### src/sv/mpt_pkg.sv
// Shared package for the multichannel pulse timer.
// Holds the channel count, operation and status codes, register indexes and types.
// No dependencies.
package mpt_pkg;

  localparam int CHANNELS = 4;
  localparam int MASK_W   = 4;
  localparam int CFG_IDX_W = 8;

  localparam logic [1:0] OP_TICK   = 2'd0;
  localparam logic [1:0] OP_ARM    = 2'd1;
  localparam logic [1:0] OP_DISARM = 2'd2;
  localparam logic [1:0] OP_PULSE  = 2'd3;

  localparam logic [2:0] ST_OK        = 3'd0;
  localparam logic [2:0] ST_NOT_ARMED = 3'd1;
  localparam logic [2:0] ST_BAD_CHAN  = 3'd2;
  localparam logic [2:0] ST_BAD_DUR   = 3'd3;
  localparam logic [2:0] ST_TOO_SOON  = 3'd4;

  localparam logic [CFG_IDX_W-1:0] REG_MAX_PULSE = 8'd0;
  localparam logic [CFG_IDX_W-1:0] REG_MIN_GAP   = 8'd1;

  localparam logic [31:0] MAX_PULSE_RESET = 32'd1000;
  localparam logic [31:0] MIN_GAP_RESET   = 32'd1000;

  typedef struct packed {
    logic tick;
    logic clear;
    logic start;
  } chan_ctl_t;

  typedef struct packed {
    logic        too_soon;
    logic        on_now;
    logic        on_next;
    logic [31:0] remaining;
  } chan_stat_t;

  typedef struct packed {
    logic [2:0]        status;
    logic              accepted;
    logic              armed_now;
    logic [MASK_W-1:0] active_mask;
    logic              channel_active;
    logic [31:0]       remaining_ms;
  } result_t;

endpackage

### src/sv/mpt_cmd_if.sv
// Command channel interface for the multichannel pulse timer.
// Carries one operation per transfer; no dependencies.
interface mpt_cmd_if;
  logic        valid;
  logic        ready;
  logic [1:0]  operation;
  logic [3:0]  channel;
  logic [31:0] pulse_ms;

  modport source (output valid, operation, channel, pulse_ms, input ready);
  modport sink (input valid, operation, channel, pulse_ms, output ready);
endinterface

### src/sv/mpt_rsp_if.sv
// Result channel interface for the multichannel pulse timer.
// Carries one result per transfer; no dependencies.
interface mpt_rsp_if;
  logic        valid;
  logic        ready;
  logic [2:0]  status;
  logic        accepted;
  logic        armed_now;
  logic [3:0]  active_mask;
  logic        channel_active;
  logic [31:0] remaining_ms;

  modport source (output valid, status, accepted, armed_now, active_mask,
                  channel_active, remaining_ms, input ready);
  modport sink (input valid, status, accepted, armed_now, active_mask,
                channel_active, remaining_ms, output ready);
endinterface

### src/sv/mpt_cfg_if.sv
// Configuration write channel interface for the multichannel pulse timer.
// Carries a register index and write data; no dependencies.
interface mpt_cfg_if;
  logic        valid;
  logic        ready;
  logic [7:0]  index;
  logic [31:0] data;

  modport source (output valid, index, data, input ready);
  modport sink (input valid, index, data, output ready);
endinterface

### src/sv/mpt_channel.sv
// State and per-item logic of one pulse channel: on flag, deadline, hold-off.
// Depends on mpt_pkg.
module mpt_channel (
  input  logic               clk,
  input  logic               rst,
  input  logic               en,
  input  mpt_pkg::chan_ctl_t ctl,
  input  logic [31:0]        time_now,
  input  logic [31:0]        time_next,
  input  logic [31:0]        pulse_ms,
  input  logic [31:0]        min_gap_ms,
  output mpt_pkg::chan_stat_t stat
);

  logic        on;
  logic        ever;
  logic [31:0] deadline;
  logic [31:0] last_start;

  logic        on_next;
  logic [31:0] deadline_next;
  logic [31:0] elapsed;
  logic [31:0] tick_diff;
  logic [31:0] rem_diff;

  always_comb begin
    elapsed   = time_now - last_start;
    tick_diff = time_next - deadline;
    priority if (ctl.start) begin
      on_next = 1'b1;
    end else if (ctl.clear) begin
      on_next = 1'b0;
    end else if (ctl.tick && on && !tick_diff[31]) begin
      on_next = 1'b0;
    end else begin
      on_next = on;
    end
    deadline_next = ctl.start ? time_now + pulse_ms : deadline;
    rem_diff      = deadline_next - time_next;

    stat.too_soon  = ever && (elapsed < min_gap_ms);
    stat.on_now    = on;
    stat.on_next   = on_next;
    stat.remaining = (on_next && rem_diff != 32'd0 && !rem_diff[31]) ? rem_diff : 32'd0;
  end

  always_ff @(posedge clk) begin
    if (rst) begin
      on         <= 1'b0;
      ever       <= 1'b0;
      deadline   <= 32'd0;
      last_start <= 32'd0;
    end else if (en) begin
      on       <= on_next;
      deadline <= deadline_next;
      if (ctl.start) begin
        ever       <= 1'b1;
        last_start <= time_now;
      end
    end
  end

endmodule

### src/sv/multichannel_pulse_timer.sv
// Multichannel one-shot pulse timer with arm interlock and per-channel hold-off.
// Takes one operation per transfer and returns one result for each; a new item is
// accepted in every cycle while the skid entry is empty. Each result is registered
// in the output register, or in the skid entry while it is held; this two-entry
// output buffer keeps the command side ready while one result waits. All channels are
// updated in parallel by their own logic. The configuration port is always ready.
// Depends on mpt_pkg, the three channel interfaces and mpt_channel.
module multichannel_pulse_timer (
  input  logic clk,
  input  logic rst,
  mpt_cmd_if.sink   cmd,
  mpt_rsp_if.source rsp,
  mpt_cfg_if.sink   cfg
);

  localparam int N = mpt_pkg::CHANNELS;

  logic [31:0] max_pulse_ms;
  logic [31:0] min_gap_ms;
  logic [31:0] time_now;
  logic        armed;

  logic        acc;
  logic [31:0] time_next;
  logic        armed_next;
  logic        ch_valid;
  logic        dur_bad;
  logic        too_soon_sel;
  logic [2:0]  status;
  logic [N-1:0] on_now_vec;

  mpt_pkg::chan_ctl_t  ctl  [N];
  mpt_pkg::chan_stat_t stat [N];
  mpt_pkg::chan_stat_t stat_sel;
  mpt_pkg::result_t    res;
  mpt_pkg::result_t    out_q;
  mpt_pkg::result_t    skid_q;
  logic                out_valid;
  logic                skid_valid;
  logic                take;

  assign cfg.ready = 1'b1;
  assign cmd.ready = !skid_valid;
  assign acc       = cmd.valid && cmd.ready;
  assign take      = out_valid && rsp.ready;

  always_ff @(posedge clk) begin
    if (rst) begin
      max_pulse_ms <= mpt_pkg::MAX_PULSE_RESET;
      min_gap_ms   <= mpt_pkg::MIN_GAP_RESET;
    end else if (cfg.valid) begin
      if (cfg.index == mpt_pkg::REG_MAX_PULSE) begin
        max_pulse_ms <= cfg.data;
      end else if (cfg.index == mpt_pkg::REG_MIN_GAP) begin
        min_gap_ms <= cfg.data;
      end
    end
  end

  always_comb begin
    ch_valid = (cmd.channel >= 4'd1) && (cmd.channel <= 4'(N));
    dur_bad  = (cmd.pulse_ms == 32'd0) || (cmd.pulse_ms > max_pulse_ms);
    time_next  = (cmd.operation == mpt_pkg::OP_TICK) ? time_now + 32'd1 : time_now;
    armed_next = armed;
    if (cmd.operation == mpt_pkg::OP_ARM) begin
      armed_next = 1'b1;
    end else if (cmd.operation == mpt_pkg::OP_DISARM) begin
      armed_next = 1'b0;
    end
    too_soon_sel = 1'b0;
    stat_sel     = '0;
    for (int i = 0; i < N; i++) begin
      if (cmd.channel == 4'(i + 1)) begin
        too_soon_sel = stat[i].too_soon;
        stat_sel     = stat[i];
      end
    end
    priority if (cmd.operation != mpt_pkg::OP_PULSE) begin
      status = mpt_pkg::ST_OK;
    end else if (!armed) begin
      status = mpt_pkg::ST_NOT_ARMED;
    end else if (!ch_valid) begin
      status = mpt_pkg::ST_BAD_CHAN;
    end else if (dur_bad) begin
      status = mpt_pkg::ST_BAD_DUR;
    end else if (too_soon_sel) begin
      status = mpt_pkg::ST_TOO_SOON;
    end else begin
      status = mpt_pkg::ST_OK;
    end
    for (int i = 0; i < N; i++) begin
      ctl[i].tick  = (cmd.operation == mpt_pkg::OP_TICK);
      ctl[i].clear = (cmd.operation == mpt_pkg::OP_DISARM);
      ctl[i].start = (cmd.operation == mpt_pkg::OP_PULSE) && (status == mpt_pkg::ST_OK)
                     && (cmd.channel == 4'(i + 1));
    end
    res.status   = status;
    res.accepted = (cmd.operation == mpt_pkg::OP_PULSE) && (status == mpt_pkg::ST_OK);
    res.armed_now = armed_next;
    res.active_mask = '0;
    for (int i = 0; i < mpt_pkg::MASK_W; i++) begin
      if (i < N) begin
        res.active_mask[i] = stat[i].on_next;
      end
    end
    res.channel_active = ch_valid && stat_sel.on_next;
    res.remaining_ms   = ch_valid ? stat_sel.remaining : 32'd0;
  end

  for (genvar g = 0; g < N; g++) begin : g_chan
    mpt_channel u_chan (
      .clk        (clk),
      .rst        (rst),
      .en         (acc),
      .ctl        (ctl[g]),
      .time_now   (time_now),
      .time_next  (time_next),
      .pulse_ms   (cmd.pulse_ms),
      .min_gap_ms (min_gap_ms),
      .stat       (stat[g])
    );
    assign on_now_vec[g] = stat[g].on_now;
  end

  always_ff @(posedge clk) begin
    if (rst) begin
      time_now <= 32'd0;
      armed    <= 1'b0;
    end else if (acc) begin
      time_now <= time_next;
      armed    <= armed_next;
    end
  end

  always_ff @(posedge clk) begin
    if (rst) begin
      out_valid  <= 1'b0;
      skid_valid <= 1'b0;
    end else if (!out_valid || take) begin
      if (skid_valid) begin
        out_valid  <= 1'b1;
        skid_valid <= 1'b0;
      end else begin
        out_valid <= acc;
      end
    end else if (acc) begin
      skid_valid <= 1'b1;
    end
  end

  always_ff @(posedge clk) begin
    if (!out_valid || take) begin
      if (skid_valid) begin
        out_q <= skid_q;
      end else if (acc) begin
        out_q <= res;
      end
    end else if (acc) begin
      skid_q <= res;
    end
  end

  assign rsp.valid          = out_valid;
  assign rsp.status         = out_q.status;
  assign rsp.accepted       = out_q.accepted;
  assign rsp.armed_now      = out_q.armed_now;
  assign rsp.active_mask    = out_q.active_mask;
  assign rsp.channel_active = out_q.channel_active;
  assign rsp.remaining_ms   = out_q.remaining_ms;

  a_skid_needs_out: assert property (@(posedge clk) disable iff (rst)
    skid_valid |-> out_valid)
    else $error("Skid entry held while the output register is empty.");

  a_disarm_clears: assert property (@(posedge clk) disable iff (rst)
    acc && cmd.operation == mpt_pkg::OP_DISARM |=> on_now_vec == '0)
    else $error("A channel stayed on after a disarm transfer.");

  a_accept_ok: assert property (@(posedge clk) disable iff (rst)
    rsp.valid && rsp.accepted |-> rsp.status == mpt_pkg::ST_OK && rsp.armed_now)
    else $error("Accepted pulse reported with a failing status or disarmed.");

  a_idle_no_remaining: assert property (@(posedge clk) disable iff (rst)
    rsp.valid && !rsp.channel_active |-> rsp.remaining_ms == 32'd0)
    else $error("Time left reported on an inactive channel.");

endmodule

### src/flat_wrapper.sv
// flat-port wrapper written by rule: the top's interface ports become plain ports
module multichannel_pulse_timer_flat 
  (clk, rst, cmd_valid, cmd_operation, cmd_channel, cmd_pulse_ms, cmd_ready, rsp_valid, rsp_status, rsp_accepted, rsp_armed_now, rsp_active_mask, rsp_channel_active, rsp_remaining_ms, rsp_ready, cfg_valid, cfg_index, cfg_data, cfg_ready);
  mpt_cmd_if cmd_i ();
  mpt_rsp_if rsp_i ();
  mpt_cfg_if cfg_i ();
  input  logic clk;
  input  logic rst;
  input wire logic [$bits(cmd_i.valid)-1:0] cmd_valid;
  input wire logic [$bits(cmd_i.operation)-1:0] cmd_operation;
  input wire logic [$bits(cmd_i.channel)-1:0] cmd_channel;
  input wire logic [$bits(cmd_i.pulse_ms)-1:0] cmd_pulse_ms;
  output wire logic [$bits(cmd_i.ready)-1:0] cmd_ready;
  output wire logic [$bits(rsp_i.valid)-1:0] rsp_valid;
  output wire logic [$bits(rsp_i.status)-1:0] rsp_status;
  output wire logic [$bits(rsp_i.accepted)-1:0] rsp_accepted;
  output wire logic [$bits(rsp_i.armed_now)-1:0] rsp_armed_now;
  output wire logic [$bits(rsp_i.active_mask)-1:0] rsp_active_mask;
  output wire logic [$bits(rsp_i.channel_active)-1:0] rsp_channel_active;
  output wire logic [$bits(rsp_i.remaining_ms)-1:0] rsp_remaining_ms;
  input wire logic [$bits(rsp_i.ready)-1:0] rsp_ready;
  input wire logic [$bits(cfg_i.valid)-1:0] cfg_valid;
  input wire logic [$bits(cfg_i.index)-1:0] cfg_index;
  input wire logic [$bits(cfg_i.data)-1:0] cfg_data;
  output wire logic [$bits(cfg_i.ready)-1:0] cfg_ready;
  assign cmd_i.valid = cmd_valid;
  assign cmd_i.operation = cmd_operation;
  assign cmd_i.channel = cmd_channel;
  assign cmd_i.pulse_ms = cmd_pulse_ms;
  assign cmd_ready = cmd_i.ready;
  assign rsp_valid = rsp_i.valid;
  assign rsp_status = rsp_i.status;
  assign rsp_accepted = rsp_i.accepted;
  assign rsp_armed_now = rsp_i.armed_now;
  assign rsp_active_mask = rsp_i.active_mask;
  assign rsp_channel_active = rsp_i.channel_active;
  assign rsp_remaining_ms = rsp_i.remaining_ms;
  assign rsp_i.ready = rsp_ready;
  assign cfg_i.valid = cfg_valid;
  assign cfg_i.index = cfg_index;
  assign cfg_i.data = cfg_data;
  assign cfg_ready = cfg_i.ready;
  multichannel_pulse_timer u_core (.clk(clk), .rst(rst), .cmd(cmd_i), .rsp(rsp_i), .cfg(cfg_i));
endmodule
### config.mk
export PLATFORM = sky130hd
export DESIGN_NAME = multichannel_pulse_timer_flat
export DESIGN_NICKNAME = d
export VERILOG_FILES = /design/src/sv/mpt_pkg.sv /design/src/sv/mpt_cmd_if.sv /design/src/sv/mpt_rsp_if.sv /design/src/sv/mpt_cfg_if.sv /design/src/sv/mpt_channel.sv /design/src/sv/multichannel_pulse_timer.sv /design/src/flat_wrapper.sv
export SDC_FILE = /design/constraint.sdc
export NUM_CORES = 2
export LEC_CHECK = 0
export ABC_AREA = 1
export BUFFER_PORTS_ARGS = -buffer_cell sky130_fd_sc_hd__buf_2
export CAP_MARGIN = 20
export CORE_ASPECT_RATIO = 0.5
export CORE_MARGIN = 4
export CORE_UTILIZATION = 58
export DETAILED_ROUTE_END_ITERATION = 8
export PLACE_DENSITY = 0.82
export SYNTH_ARGS = -nofsm -noshare
export SYNTH_HDL_FRONTEND = slang
export SYNTH_SLANG_ARGS = --single-unit
### constraint.sdc
create_clock -name clk -period 16.7 [get_ports clk]
set_input_delay 0.835 -clock clk [delete_from_list [all_inputs] [get_ports clk]]
set_output_delay 0.835 -clock clk [all_outputs]
set_load 0.01 [all_outputs]
==> impl_metrics.prom <==
# TYPE chip_impl_metric gauge
chip_impl_metric{name="relSlewSlack",unit=""} 0.2143
chip_impl_metric{name="reg2regPathDepth",unit=""} 53
chip_impl_metric{name="timing.critical_path.fanout_max",unit=""} 46
chip_impl_metric{name="top_level_ports",unit=""} 128
chip_impl_metric{name="htree_levels",unit=""} 2
chip_impl_metric{name="grt_antenna_before_repair",unit=""} 10
chip_impl_metric{name="resized_gates_after_cts",unit=""} 0
chip_impl_metric{name="dpl.hpwl",unit="mm"} 121.2
chip_impl_metric{name="place_congestion",unit=""} 1.019
chip_impl_metric{name="cts.sinks",unit=""} 447
chip_impl_metric{name="asyncSetResetFlopFracSynth",unit=""} 0
chip_impl_metric{name="yosys.cell_types.count",unit=""} 66
chip_impl_metric{name="worst_case_vdd_ir_drop",unit="µV"} 90.86
chip_impl_metric{name="netlist_instances",unit=""} 6018
chip_impl_metric{name="postSynthRegisterBits",unit=""} 447
chip_impl_info{name="tritoncts",value="done"} 1
chip_impl_metric{name="mappedNetlistNets",unit=""} 6666
chip_impl_metric{name="portBuffers",unit=""} 126
chip_impl_metric{name="clkTransAtPathRegs",unit="ns"} 0.07
chip_impl_metric{name="initialDrtViolationCount",unit=""} 5362
chip_impl_metric{name="postRouteWirelength",unit="mm"} 153.6
chip_impl_metric{name="grt_pass1_wl",unit="mm"} 230.8
chip_impl_metric{name="maximum_number_of_pins_on_one_net_before_global_route_repair",unit=""} 159
chip_impl_metric{name="post_synth_instance_area",unit="µm²"} 41100
chip_impl_info{name="end_kind",value="flop"} 1
chip_impl_metric{name="final_net_count",unit=""} 6700
chip_impl_metric{name="post-cts-setup-buffers",unit=""} 0
chip_impl_metric{name="final.period_utilization",unit=""} 0.6450
chip_impl_metric{name="tritoncts_buffers",unit=""} 44
chip_impl_metric{name="yosys.area_share.simple",unit=""} 0.2298
chip_impl_metric{name="power.total",unit="mW"} 3.581
chip_impl_metric{name="fillCellCount",unit=""} 6382
chip_impl_metric{name="antenna_left",unit=""} 0
chip_impl_metric{name="netlist.area_leader.share",unit=""} 0.1768
chip_impl_metric{name="die_w",unit="µm"} 384.5
chip_impl_info{name="unrepaired_setup_endpoints_after_global_routing",value="no"} 1
chip_impl_metric{name="grt_pass1_vias",unit=""} 39990
chip_impl_metric{name="max_slew.worst_pin.slew",unit="ns"} 1.175
chip_impl_metric{name="avgRoutedWirePerCell",unit="µm"} 21.82
chip_impl_metric{name="worst_ep_arrival_time",unit="ns"} 11.16
chip_impl_metric{name="clk_skew",unit="ns"} 0.02859
chip_impl_metric{name="area_growth_syn_to_layout",unit="%"} 7.331
chip_impl_metric{name="worst_hold_slack",unit="ns"} 0.4651
chip_impl_metric{name="cp_data_required_time",unit="ns"} 17.09
chip_impl_metric{name="number_of_placed_cells_counting_well_taps",unit=""} 6950
chip_impl_metric{name="synth_edf_count",unit=""} 84
chip_impl_metric{name="synth-xor-area-share",unit=""} 0.05556
chip_impl_info{name="critical_path.startpoint_type",value="flop"} 1
chip_impl_metric{name="dieArea",unit="µm²"} 75450
chip_impl_metric{name="p_per_area",unit="nW/µm²"} 81.18
chip_impl_metric{name="multi_input_combinational_cell_area",unit="µm²"} 27320
chip_impl_metric{name="ys_warn_count",unit=""} 0
chip_impl_metric{name="ctsLongestPathBuffers",unit=""} 3
chip_impl_metric{name="setup_viol",unit=""} 0
chip_impl_metric{name="period_minus_slack",unit="ns"} 10.77
chip_impl_metric{name="floorplan.core_area",unit="µm²"} 69600
chip_impl_info{name="hold_class",value="flop to flop"} 1
chip_impl_metric{name="die_y",unit="µm"} 196.2
chip_impl_info{name="hold_path_startpoint",value="u_core.max_pulse_ms[27]$_SDFFE_PP0P_"} 1
chip_impl_info{name="criticalPathCategory",value="flop to flop"} 1
chip_impl_metric{name="timing_hold_violations_final",unit=""} 0
chip_impl_info{name="dominantRegCellSynth",value="dfxtp_1"} 1
chip_impl_metric{name="synth.area.mux_share",unit=""} 0.0002740
chip_impl_metric{name="drc",unit=""} 0
chip_impl_metric{name="yosysSeqAreaShare",unit=""} 0.2382
chip_impl_metric{name="grt_use_total",unit=""} 0.3929
chip_impl_metric{name="firstDrtPassIters",unit=""} 8
chip_impl_info{name="critical_path.slowest_cell",value="o21ai_0"} 1
chip_impl_metric{name="insertion_delay",unit="ns"} 0.65
chip_impl_metric{name="floorplan.initialDensity",unit=""} 0.5906
chip_impl_metric{name="layout.cells.non_filler",unit=""} 7037
chip_impl_info{name="run_status",value="completed"} 1
chip_impl_metric{name="vias",unit=""} 43180
chip_impl_metric{name="register_area",unit="µm²"} 9789
chip_impl_metric{name="power.leakage",unit="nW"} 21.14
chip_impl_info{name="synthTopCellsByArea",value="dfxtp_1, ha_1, nand2_1"} 1
chip_impl_metric{name="r2r_slack",unit="ns"} 5.93
chip_impl_metric{name="holdBufCountCts",unit=""} 0
chip_impl_info{name="crit_top_cell",value="nand2_1"} 1
chip_impl_metric{name="maxCapViolations",unit=""} 0
chip_impl_metric{name="top_achievable_clock_speed",unit="GHz"} 0.09284
chip_impl_metric{name="synthAdderAreaFrac",unit=""} 0.1736
chip_impl_metric{name="grt-ovfl-total",unit=""} 0
chip_impl_metric{name="holdPathStages",unit=""} 2
chip_impl_metric{name="synthesis.area_per_instance",unit="µm²"} 6.830
chip_impl_info{name="whs_endpoint",value="u_core.max_pulse_ms[27]$_SDFFE_PP0P_"} 1
chip_impl_metric{name="timing_max_transition_violations_final",unit=""} 0
chip_impl_metric{name="std_cell_rows",unit=""} 68
chip_impl_info{name="worstReg2RegStart",value="u_core.time_now[0]$_SDFFE_PP0P_"} 1
chip_impl_metric{name="setup_total_negative_slack",unit="ns"} 0
chip_impl_metric{name="critical-path-max-stage-delay",unit="ns"} 1.19
chip_impl_info{name="yosys-top-cells-count",value="nand2_1, inv_1, a21oi_1"} 1
chip_impl_info{name="cts_root_buffer",value="clkbuf_16"} 1
chip_impl_metric{name="drive_gt1_frac",unit=""} 0.05913
chip_impl_metric{name="viasPerCell",unit=""} 6.136
chip_impl_info{name="critical_path.reg2reg.endpoint",value="u_core.skid_q[1]$_DFFE_PP_"} 1
chip_impl_info{name="yosys.area.top_type",value="dfxtp_1"} 1
chip_impl_info{name="largest_family_of_logic_cells_by_synthesized_area",value="simple AND/OR/NAND/NOR gates"} 1
chip_impl_metric{name="synth-compound-area-share",unit=""} 0.2034
chip_impl_info{name="yosys.cell_count.top_type",value="nand2_1"} 1
how the worst max path moves through the flow:
| stage | to | slack (ns) | from | depth (start not counted) |
|---|---|---|---|---|
| floorplan | u_core.skid_q[25]$_DFFE_PP_ | 9.05 | u_core.time_now[0]$_SDFFE_PP0P_ | 54 |
| finish | u_core.skid_q[1]$_DFFE_PP_ | 5.93 | u_core.time_now[0]$_SDFFE_PP0P_ | 53 |
| global route | u_core.skid_q[22]$_DFFE_PP_ | 5.17 | u_core.time_now[0]$_SDFFE_PP0P_ | 58 |
| detailed placement | u_core.skid_q[0]$_DFFE_PP_ | 6.32 | u_core.time_now[0]$_SDFFE_PP0P_ | 53 |
| global placement | u_core.skid_q[0]$_DFFE_PP_ | 6.52 | u_core.time_now[0]$_SDFFE_PP0P_ | 58 |
| CTS | u_core.skid_q[26]$_DFFE_PP_ | 6.28 | u_core.time_now[0]$_SDFFE_PP0P_ | 53 |
metal layers:
layer  part of all wire  vias to the layer above  GRT usage  routed length (µm)
met5            0.00019                        -          0                  29
met4              0.029                        4     0.1090                4448
met3               0.14                      304     0.1095               21270
met2               0.40                     2401     0.5686               61210
met1               0.43                    20150     0.5682               66620
li1                   -                    20320          -                   -
layout make-up:
class | instances | share of cell area
well taps | 945 | 0.02680
clock buffers | 61 | 0.02893
repair buffers | 180 | 0.02383
clock inverters | 21 | 0.006694
inverters | 849 | 0.07235
diodes | 4 | 0.0002269
flip-flops and latches | 447 | 0.2219
multi-input cells | 4530 | 0.6193
placed cells by master (no fill, tap or decap), drive strengths merged, types with 6 or more instances in the layout:
cell	synthesis	final
xnor2	73	73
nand3	311	311
inv	847	849
o21a	27	27
nand2	1210	1210
clkinvlp	0	6
xor2	186	186
nand4	101	101
o211ai	13	13
clkbuf	150	61
clkinv	2	10
a21oi	741	741
buf	42	180
and2	33	33
o21bai	19	19
o221ai	14	14
nor2	379	379
a21o	26	26
a211oi	84	84
a31oi	17	17
a21boi	25	25
o21ai	557	557
ha	556	556
dfxtp	363	363
fa	9	9
nand3b	26	26
edfxtp	84	84
nor4	34	34
nor3	63	63
cells by family after synthesis:
logic type / count (synthesis)
other: 2
xor gates and xnor gates: 259
DFF: 447
AOI/OAI and AO/OA: 1537
buffers and inverters: 1041
adders and majority gates: 565
and+or+nand+nor: 2166
muxes: 1
flip-flops by register name, indices dropped and copies added (netlist names):
signal	count
u_core.min_gap_ms	32
u_core.time_now	32
u_core.skid_q	42
u_core.armed	1
u_core.rsp.armed_now	1
u_core.g_chan.u_chan.last_start	128
u_core.max_pulse_ms	32
u_core.rsp.accepted	1
u_core.rsp.remaining_ms	32
u_core.rsp.active_mask	4
u_core.rsp.valid	1
u_core.g_chan.u_chan.ever	4
u_core.skid_valid	1
u_core.g_chan.u_chan.deadline	128
u_core.rsp.status	3
u_core.g_chan.u_chan.on	4
u_core.rsp.channel_active	1
through the flow:
step / worst slack (ns) / util / instance area (µm²)
floorplan: 9.054 / - / 41100
global placement: 6.519 / 0.6108 / 42510
detailed placement: 6.320 / 0.6108 / 42510
CTS: 6.283 / 0.6334 / 44080
global route: 5.168 / 0.6338 / 44110
finish: 5.929 / 0.6338 / 44110
critical path: cells and delay by family (launching register included):
family	cells	cell delay, ns
compound gates	11	3.35
xor+xnor	1	0.16
fa+ha+maj	4	1.26
buf+inv	4	0.69
flops	1	0.34
simple gates	33	4.64
power breakdown:
part	total, mW	switching, mW	leakage (nW)	internal, mW
clock	1.13	0.513	0.747	0.619
combinational	1.30	0.870	16.6	0.429
sequential	1.15	0.0269	3.74	1.12
total	3.58	1.41	21.1	2.17
Note: power is estimated with default switching activity, not from simulation.
